--- src/sv/bounded_deque_with_sorted_insert_defines.svh ---
// assertion helpers shared by the rtl
`ifndef BOUNDED_DEQUE_WITH_SORTED_INSERT_DEFINES_SVH
`define BOUNDED_DEQUE_WITH_SORTED_INSERT_DEFINES_SVH

// condition must hold at every clock edge outside reset
`define BDSI_ASSERT_ALWAYS(label, cond) \
  label: assert property (@(posedge clk) disable iff (rst) (cond)) \
    else $error("invariant violated");

// antecedent implies consequent in the same cycle
`define BDSI_ASSERT_IMPLY(label, ante, cons) \
  label: assert property (@(posedge clk) disable iff (rst) (ante) |-> (cons)) \
    else $error("implication violated");

`endif

--- src/sv/bdsi_pkg.sv ---
`default_nettype none

package bdsi_pkg;

  localparam int unsigned OP_W          = 3;
  localparam int unsigned VALUE_FIELD_W = 32;
  localparam int unsigned STATUS_W      = 2;
  localparam int unsigned COUNT_FIELD_W = 5;

  typedef enum logic [OP_W-1:0] {
    OP_PUSH_BACK  = 3'd0,
    OP_PUSH_FRONT = 3'd1,
    OP_POP_FRONT  = 3'd2,
    OP_POP_BACK   = 3'd3,
    OP_REMOVE     = 3'd4,
    OP_INSERT     = 3'd5
  } op_t;

  typedef enum logic [STATUS_W-1:0] {
    ST_OK        = 2'd0,
    ST_EMPTY     = 2'd1,
    ST_NOT_FOUND = 2'd2,
    ST_FULL      = 2'd3
  } status_t;

  // how a cell decides whether it is the target position
  typedef enum logic [2:0] {
    MODE_NONE    = 3'd0,
    MODE_ALL     = 3'd1,
    MODE_EMPTY   = 3'd2,
    MODE_LAST    = 3'd3,
    MODE_GREATER = 3'd4,
    MODE_EQUAL   = 3'd5
  } mode_t;

  typedef enum logic [1:0] {
    ACT_HOLD   = 2'd0,
    ACT_GROW   = 2'd1,
    ACT_SHRINK = 2'd2
  } act_t;

  typedef struct packed {
    act_t  act;
    mode_t mode;
  } cell_ctrl_t;

endpackage

`default_nettype wire

--- src/sv/bdsi_channels.sv ---
`default_nettype none

interface bdsi_req_if;
  logic                                valid;
  logic                                ready;
  logic [bdsi_pkg::OP_W-1:0]           operation;
  logic signed [bdsi_pkg::VALUE_FIELD_W-1:0] operand_value;

  modport source (output valid, output operation, output operand_value, input ready);
  modport sink   (input valid, input operation, input operand_value, output ready);
endinterface

interface bdsi_res_if;
  logic                                      valid;
  logic                                      ready;
  logic signed [bdsi_pkg::VALUE_FIELD_W-1:0] result_value;
  logic                                      result_valid;
  logic [bdsi_pkg::STATUS_W-1:0]             status;
  logic [bdsi_pkg::COUNT_FIELD_W-1:0]        entry_count;

  modport source (output valid, output result_value, output result_valid,
                  output status, output entry_count, input ready);
  modport sink   (input valid, input result_value, input result_valid,
                  input status, input entry_count, output ready);
endinterface

`default_nettype wire

--- src/sv/bdsi_cell.sv ---
`default_nettype none

module bdsi_cell #(
  parameter int unsigned VALUE_WIDTH = 32
) (
  input  wire logic                   clk,
  input  wire logic                   rst,
  input  wire bdsi_pkg::cell_ctrl_t   ctrl,
  input  wire logic [VALUE_WIDTH-1:0] operand,
  input  wire logic [VALUE_WIDTH-1:0] left_entry,
  input  wire logic [VALUE_WIDTH-1:0] right_entry,
  input  wire logic                   left_occ,
  input  wire logic                   right_occ,
  input  wire logic                   hit_in,
  output logic                        hit_out,
  input  wire logic [VALUE_WIDTH-1:0] take_in,
  output logic [VALUE_WIDTH-1:0]      take_out,
  output logic [VALUE_WIDTH-1:0]      entry,
  output logic                        occ
);

  logic hit;
  logic sel;

  always_comb begin
    unique case (ctrl.mode)
      bdsi_pkg::MODE_ALL:     hit = 1'b1;
      bdsi_pkg::MODE_EMPTY:   hit = !occ;
      bdsi_pkg::MODE_LAST:    hit = !right_occ;
      bdsi_pkg::MODE_GREATER: hit = !occ || ($signed(entry) > $signed(operand));
      bdsi_pkg::MODE_EQUAL:   hit = occ && (entry == operand);
      default:                hit = 1'b0;
    endcase
  end

  // first hit along the chain marks the target position
  assign sel      = hit && !hit_in;
  assign hit_out  = hit_in || hit;
  assign take_out = take_in | (sel ? entry : '0);

  // occupancy is a thermometer: grow shifts a one in from the front
  always_ff @(posedge clk) begin
    if (rst) begin
      occ <= 1'b0;
    end else if (ctrl.act == bdsi_pkg::ACT_GROW) begin
      occ <= left_occ;
    end else if (ctrl.act == bdsi_pkg::ACT_SHRINK) begin
      occ <= right_occ;
    end
  end

  always_ff @(posedge clk) begin
    if (ctrl.act == bdsi_pkg::ACT_GROW) begin
      if (sel) begin
        entry <= operand;
      end else if (hit_in) begin
        entry <= left_entry;
      end
    end else if (ctrl.act == bdsi_pkg::ACT_SHRINK) begin
      if (hit_out) begin
        entry <= right_entry;
      end
    end
  end

endmodule

`default_nettype wire

--- src/sv/bounded_deque_with_sorted_insert.sv ---
// bounded double-ended queue with sorted insert
// req channel: one operation per transaction (operation code and operand);
// push back, push front, pop front, pop back, remove first match of a key,
// and sorted insert after every entry less than or equal to the value.
// res channel: one transaction per operation with the removed value and
// its valid flag, a status code (ok, empty, not found, full) and the count
// held afterwards.
// the list lives in a row of CAPACITY cells; each cell compares the operand
// with its own entry and shifts towards a neighbour in the same cycle, so an
// operation completes as it is accepted and the result is registered: res is
// valid in the cycle after req acceptance, throughput one operation per
// cycle while res is not stalled. the single path through the cell row
// (target search and shift) sets that throughput.
// req.ready is high while the result register is empty or being taken, so
// a stalled receiver holds the result and back-pressures req after one item.
// reset empties the list and drops any pending result; no clearing pass is
// needed, entries are only read once written.
`default_nettype none

`include "bounded_deque_with_sorted_insert_defines.svh"

module bounded_deque_with_sorted_insert #(
  parameter int unsigned CAPACITY    = 16,
  parameter int unsigned VALUE_WIDTH = 32
) (
  input  wire logic   clk,
  input  wire logic   rst,
  bdsi_req_if.sink    req,
  bdsi_res_if.source  res
);

  localparam int unsigned CW = $clog2(CAPACITY + 1);

  logic [CW-1:0]          count;
  logic [CW-1:0]          count_next;
  logic                   fire;
  logic                   full;
  logic                   empty;
  logic                   found;
  bdsi_pkg::op_t          op;
  bdsi_pkg::mode_t        mode;
  bdsi_pkg::act_t         act;
  bdsi_pkg::status_t      status_next;
  bdsi_pkg::cell_ctrl_t   ctrl;
  logic [VALUE_WIDTH-1:0] operand;
  logic [VALUE_WIDTH-1:0] taken;

  logic [VALUE_WIDTH-1:0] ent  [CAPACITY];
  logic [CAPACITY-1:0]    occ_vec;
  logic [CAPACITY:0]      hit_chain;
  logic [VALUE_WIDTH-1:0] take_chain [CAPACITY+1];

  assign req.ready = !res.valid || res.ready;
  assign fire      = req.valid && req.ready;
  assign op        = bdsi_pkg::op_t'(req.operation);
  assign operand   = VALUE_WIDTH'($unsigned(req.operand_value));
  assign full      = (count == CW'(CAPACITY));
  assign empty     = (count == '0);
  assign found     = hit_chain[CAPACITY];
  assign taken     = take_chain[CAPACITY];

  always_comb begin
    unique case (op)
      bdsi_pkg::OP_PUSH_BACK:  mode = bdsi_pkg::MODE_EMPTY;
      bdsi_pkg::OP_PUSH_FRONT: mode = bdsi_pkg::MODE_ALL;
      bdsi_pkg::OP_POP_FRONT:  mode = bdsi_pkg::MODE_ALL;
      bdsi_pkg::OP_POP_BACK:   mode = bdsi_pkg::MODE_LAST;
      bdsi_pkg::OP_REMOVE:     mode = bdsi_pkg::MODE_EQUAL;
      bdsi_pkg::OP_INSERT:     mode = bdsi_pkg::MODE_GREATER;
      default:                 mode = bdsi_pkg::MODE_NONE;
    endcase
  end

  always_comb begin
    act         = bdsi_pkg::ACT_HOLD;
    status_next = bdsi_pkg::ST_OK;
    unique case (op) inside
      bdsi_pkg::OP_PUSH_BACK, bdsi_pkg::OP_PUSH_FRONT, bdsi_pkg::OP_INSERT: begin
        if (full) begin
          status_next = bdsi_pkg::ST_FULL;
        end else begin
          act = bdsi_pkg::ACT_GROW;
        end
      end
      bdsi_pkg::OP_POP_FRONT, bdsi_pkg::OP_POP_BACK: begin
        if (empty) begin
          status_next = bdsi_pkg::ST_EMPTY;
        end else begin
          act = bdsi_pkg::ACT_SHRINK;
        end
      end
      bdsi_pkg::OP_REMOVE: begin
        if (empty) begin
          status_next = bdsi_pkg::ST_EMPTY;
        end else if (!found) begin
          status_next = bdsi_pkg::ST_NOT_FOUND;
        end else begin
          act = bdsi_pkg::ACT_SHRINK;
        end
      end
      default: begin
        act = bdsi_pkg::ACT_HOLD;
      end
    endcase
  end

  assign ctrl.mode = mode;
  assign ctrl.act  = fire ? act : bdsi_pkg::ACT_HOLD;

  always_comb begin
    count_next = count;
    if (act == bdsi_pkg::ACT_GROW) begin
      count_next = count + CW'(1);
    end else if (act == bdsi_pkg::ACT_SHRINK) begin
      count_next = count - CW'(1);
    end
  end

  assign hit_chain[0]  = 1'b0;
  assign take_chain[0] = '0;

  for (genvar i = 0; i < CAPACITY; i++) begin : g_cell
    logic [VALUE_WIDTH-1:0] left_entry;
    logic [VALUE_WIDTH-1:0] right_entry;
    logic                   left_occ;
    logic                   right_occ;

    if (i == 0) begin : g_front
      assign left_entry = '0;
      assign left_occ   = 1'b1;
    end else begin : g_inner_l
      assign left_entry = ent[i-1];
      assign left_occ   = occ_vec[i-1];
    end

    if (i == CAPACITY - 1) begin : g_back
      assign right_entry = '0;
      assign right_occ   = 1'b0;
    end else begin : g_inner_r
      assign right_entry = ent[i+1];
      assign right_occ   = occ_vec[i+1];
    end

    bdsi_cell #(
      .VALUE_WIDTH(VALUE_WIDTH)
    ) u_cell (
      .clk        (clk),
      .rst        (rst),
      .ctrl       (ctrl),
      .operand    (operand),
      .left_entry (left_entry),
      .right_entry(right_entry),
      .left_occ   (left_occ),
      .right_occ  (right_occ),
      .hit_in     (hit_chain[i]),
      .hit_out    (hit_chain[i+1]),
      .take_in    (take_chain[i]),
      .take_out   (take_chain[i+1]),
      .entry      (ent[i]),
      .occ        (occ_vec[i])
    );
  end

  always_ff @(posedge clk) begin
    if (rst) begin
      count <= '0;
    end else if (fire) begin
      count <= count_next;
    end
  end

  always_ff @(posedge clk) begin
    if (rst) begin
      res.valid <= 1'b0;
    end else if (fire) begin
      res.valid <= 1'b1;
    end else if (res.ready) begin
      res.valid <= 1'b0;
    end
  end

  always_ff @(posedge clk) begin
    if (fire) begin
      res.result_valid <= (act == bdsi_pkg::ACT_SHRINK);
      res.result_value <= (act == bdsi_pkg::ACT_SHRINK) ?
                          bdsi_pkg::VALUE_FIELD_W'($signed(taken)) : '0;
      res.status       <= status_next;
      res.entry_count  <= bdsi_pkg::COUNT_FIELD_W'(count_next);
    end
  end

  `BDSI_ASSERT_ALWAYS(a_count_bound, count <= CW'(CAPACITY))
  `BDSI_ASSERT_ALWAYS(a_thermo_count, $countones(occ_vec) == 32'(count))
  `BDSI_ASSERT_ALWAYS(a_front_occ, occ_vec[0] == (count != '0))
  `BDSI_ASSERT_IMPLY(a_res_count, res.valid,
                     res.entry_count == bdsi_pkg::COUNT_FIELD_W'(count))
  `BDSI_ASSERT_IMPLY(a_full_refused, res.valid && res.status == bdsi_pkg::ST_FULL,
                     count == CW'(CAPACITY) && !res.result_valid)

endmodule

`default_nettype wire
--- src/flat_wrapper.sv ---
// flat-port wrapper written by rule: the top's interface ports become plain ports
module bounded_deque_with_sorted_insert_flat 
#(
  parameter int unsigned CAPACITY    = 16,
  parameter int unsigned VALUE_WIDTH = 32
)
  (clk, rst, req_valid, req_operation, req_operand_value, req_ready, res_valid, res_result_value, res_result_valid, res_status, res_entry_count, res_ready);
  bdsi_req_if req_i ();
  bdsi_res_if res_i ();
  input  wire logic clk;
  input  wire logic rst;
  input wire logic [$bits(req_i.valid)-1:0] req_valid;
  input wire logic [$bits(req_i.operation)-1:0] req_operation;
  input wire logic [$bits(req_i.operand_value)-1:0] req_operand_value;
  output wire logic [$bits(req_i.ready)-1:0] req_ready;
  output wire logic [$bits(res_i.valid)-1:0] res_valid;
  output wire logic [$bits(res_i.result_value)-1:0] res_result_value;
  output wire logic [$bits(res_i.result_valid)-1:0] res_result_valid;
  output wire logic [$bits(res_i.status)-1:0] res_status;
  output wire logic [$bits(res_i.entry_count)-1:0] res_entry_count;
  input wire logic [$bits(res_i.ready)-1:0] res_ready;
  assign req_i.valid = req_valid;
  assign req_i.operation = req_operation;
  assign req_i.operand_value = req_operand_value;
  assign req_ready = req_i.ready;
  assign res_valid = res_i.valid;
  assign res_result_value = res_i.result_value;
  assign res_result_valid = res_i.result_valid;
  assign res_status = res_i.status;
  assign res_entry_count = res_i.entry_count;
  assign res_i.ready = res_ready;
  bounded_deque_with_sorted_insert #(.CAPACITY(CAPACITY), .VALUE_WIDTH(VALUE_WIDTH)) u_core (.clk(clk), .rst(rst), .req(req_i), .res(res_i));
endmodule
--- config.mk ---
export PLATFORM = sky130hd
export DESIGN_NAME = bounded_deque_with_sorted_insert_flat
export DESIGN_NICKNAME = d
export VERILOG_FILES = /design/src/sv/bdsi_pkg.sv /design/src/sv/bdsi_channels.sv /design/src/sv/bdsi_cell.sv /design/src/sv/bounded_deque_with_sorted_insert.sv /design/src/flat_wrapper.sv
export VERILOG_INCLUDE_DIRS = /design/src /design/src/sv
export SDC_FILE = /design/constraint.sdc
export NUM_CORES = 2
export LEC_CHECK = 0
export ABC_AREA = 1
export BUFFER_PORTS_ARGS = -buffer_cell sky130_fd_sc_hd__buf_2
export CORE_UTILIZATION = 59
export DETAILED_ROUTE_END_ITERATION = 6
export PLACE_DENSITY = 0.79
export SYNTH_ARGS = -nofsm -noshare
export SYNTH_HDL_FRONTEND = slang
export SYNTH_SLANG_ARGS = --single-unit
--- constraint.sdc ---
create_clock -name clk -period 6.65 [get_ports clk]
set_clock_uncertainty 0.1 [all_clocks]
set_input_delay 0.9975 -clock clk [delete_from_list [all_inputs] [get_ports clk]]
set_output_delay 0.9975 -clock clk [all_outputs]
set_load 0.02 [all_outputs]
==> summary.md <==
| Metric | Value |
|---|---|
| DRC Markers | `0` |
| Hold slack final | `0.406 ns` |
| Worst Hold Class | `register to register` |
| Met3 WL | `20.8 mm` |
| TritonCTS clock tree | `built` |
| Die area | `75,800 sq um` |
| Num CTS Buffers | `70` |
| Clock Root Buffer | `clkbuf_16` |
| Status | `completed` |
| Syn_area_per_cell | `7.84 sq um` |
| Synth cell types | `58` |
| PwrDens | `236 nW/um^2` |
| H-tree levels | `3` |
| YS warnings | `0` |
| CP startpoint kind | `input port` |
| M1 wire length | `59.5 mm` |
| Unrepaired setup endpoints after global routing | `no` |
| Port Buffers | `80` |
| FMAX | `0.158 GHz` |
| Total Routed Length | `158 mm` |
| Final setup viols | `0` |
| Initial core utilization | `60.0%` |
| Syn-to-layout area delta | `11.1%` |
| First-pass GRT wire length | `236 mm` |
| Min Clock Period, post-route | `6.34 ns` |
| Critical path class | `input port to register` |
| Yosys top cell area share | `37.6%` |
| Slew Viols, Final | `0` |
| P_leak | `0.0212 uW` |
| Max-Cap Viols | `0` |
| Commonest non-fill, non-tap cells in the layout | `o21ai_0 (1,087), nand2_1 (779), a21oi_1 (727), inv_1 (657), edfxtp_1 (552)` |
| Post-synth top area cell | `edfxtp_1` |
| Die W | `275 um` |
| CP Capture Type | `register` |
| Most common cell after layout, fill and taps aside | `o21ai_0` |
| Placer congestion estimate | `1.02` |
| Nets | `6,211` |
| Placed Cells incl. Taps | `6,543` |
| Sequential area share after synthesis | `38.6%` |
| Cell area after synthesis | `44,100 sq um` |
| Peak VDD IR | `254 uV` |
| Vias in the first global route | `39,900` |
| Post-synth ARST share | `0%` |
| Slew headroom | `12.4%` |
| Synth top area cells | `edfxtp_1 (38%), ha_1 (15%), o21ai_0 (12%)` |
| WP data required | `6.91 ns` |
| Area of the core | `73,500 sq um` |
| CTS clk-pin slew, worst paths | `0.06 ns` |
| Clock Latency Late Sink | `0.65 ns` |
| Syn Inst Count | `5,624` |
| Post-cts sizing count | `0` |
| Critical Path AT | `6.60 ns` |
| Largest net degree at the start of global routing | `77` |
| Post-synth top flop | `edfxtp_1` |
| Fin cells | `6,676` |
| Die height | `275 um` |
| Tot GR Track Use | `40.9%` |
| Pre-Repair DR Iteration Count | `7` |
| Drt wl/cell | `23.6 um` |
| R2r worst-path depth | `21` |
| Via density | `6.47` |
| Hold buffers post-CTS | `0` |
| Number of flops mapped to enable cells by yosys | `552` |
| Crit Path Max Fanout | `28` |
| Met2 Wirelength | `67.0 mm` |
| DRT antenna net count | `0` |
| Multi-input gate area | `23,500 sq um` |
| Vias | `43,200` |
| Hpwl dp | `119 mm` |
| Row count | `99` |
| Worst-margin pin slew | `1.31 ns` |
| CTS Sinks | `574` |
| Post CTS Setup Buffer Count | `0` |
| #FFs+latches synth | `574` |
| Final hold vios | `0` |
| 1st-iter DRT viols | `6,595` |
| # IOs | `81` |
| Initial antenna violation count | `11` |
| Total global routing overflow | `0` |
| Max layer used | `met5` |
| Hold path depth | `2` |
| Max Root-Sink Buffers | `3` |
| Synth Net Count | `6,179` |
| Fillers | `6,108` |
| Sequential Area | `17,000 sq um` |
| Final worst-path cycle share | `95.4%` |
| Layout cells sized above 1 | `7.53%` |
| Total power | `11,500 uW` |
==> synth_stat cells, types with 16 or more instances <==
cell and n:
inv_1 658, ha_1 516, nor3_1 24, buf_1 26
nor2_1 438, nand2_1 786, a21oi_1 727, buf_2 27
nand3_1 248, o211ai_1 44, dfxtp_1 22, o21ai_0 1087
clkbuf_1 256, a221oi_1 16, nand4_1 46, edfxtp_1 552
==> registers in the layout (all words and copies together) (netlist names) <==
| signal | count |
|---|---|
| u_core.res.result_value | 32 |
| u_core.g_cell.u_cell.entry | 512 |
| u_core.count | 5 |
| u_core.g_cell.u_cell.occ | 16 |
| u_core.res.status | 2 |
| u_core.res.valid | 1 |
| u_core.res.result_valid | 1 |
| u_core.res.entry_count | 5 |
==> layout make-up <==
| class | count | area share [%] |
|---|---|---|
| multi-input cells | 4070 | 48.0 |
| inverters | 666 | 5.12 |
| well taps | 959 | 2.45 |
| diodes | 4 | 0.0204 |
| repair buffers | 274 | 5.17 |
| clock inverters | 43 | 0.808 |
| clock buffers | 86 | 3.70 |
| flip-flops and latches | 574 | 34.8 |
==> where the power goes <==
| part | switching [uW] | total (uW) | internal [uW] |
|---|---|---|---|
| Clock | 1680 | 3830 | 2150 |
| Sequential | 307 | 4790 | 4480 |
| Combinational | 1990 | 2910 | 917 |
| Total | 3980 | 11500 | 7550 |
==> critical path, cell delays in order <==
cell,delay [ns]
buf_2,0.45
inv_1,0.39
buf_4,0.32
ha_1,0.34
nand4_1,0.10
nor4_1,0.94
nor3b_1,0.71
nand3_1,0.14
nand2_1,0.09
inv_1,0.04
nand2_1,0.16
inv_1,0.12
nand4_1,0.15
nand2_1,0.09
nor2_1,0.16
inv_1,0.10
ha_4,0.21
inv_8,0.25
buf_4,0.37
a21oi_1,0.06
o21ai_0,0.16
o21ai_0,0.15
==> per-layer routing <==
layer  vias to the layer above  GRT usage (%)
li1                      19700              -
met1                     19900           54.8
met2                      3037           60.4
met3                       478           9.46
met4                         6           24.3
met5                         -              0
==> stage by stage <==
stage | TNS (ns) | utilization, % | setup slack (ns) | instance area (sq um)
global placement | 0 | 63.6 | 0.0774 | 46700
detailed placement | -0.124 | 63.6 | -0.0359 | 46700
floorplan | 0 | - | 0.178 | 44100
global route | 0 | 66.6 | 0.180 | 49000
finish | 0 | 66.6 | 0.306 | 49000
CTS | 0 | 66.6 | 0.581 | 48900
==> worst paths after layout <==
kind	startpoint	end	slack, ns
hold reg to reg	u_core.res.valid	u_core.res.valid	0.41
setup / recovery	req_operand_value[21]	u_core.g_cell[10].u_cell.entry[3]	0.31
setup reg to reg	u_core.g_cell[14].u_cell.entry[31]	u_core.g_cell[10].u_cell.entry[3]	1.04
hold / removal	u_core.res.valid	u_core.res.valid	0.41
==> logic make-up (layout without fill, tap and decap cells) <==
kind of cell,after synthesis,count (layout),synth area share [%]
AOI/OAI and AO/OA,1946,1946,22.9
and+or+nand+nor,1602,1602,15.2
buffers and inverters,980,1069,8.47
DFF,574,574,38.6
adders and majority gates,516,516,14.6
xor gates and xnor gates,6,6,0.119
other,0,4,0
No activity file was read; power rests on OpenSTA's default activity.
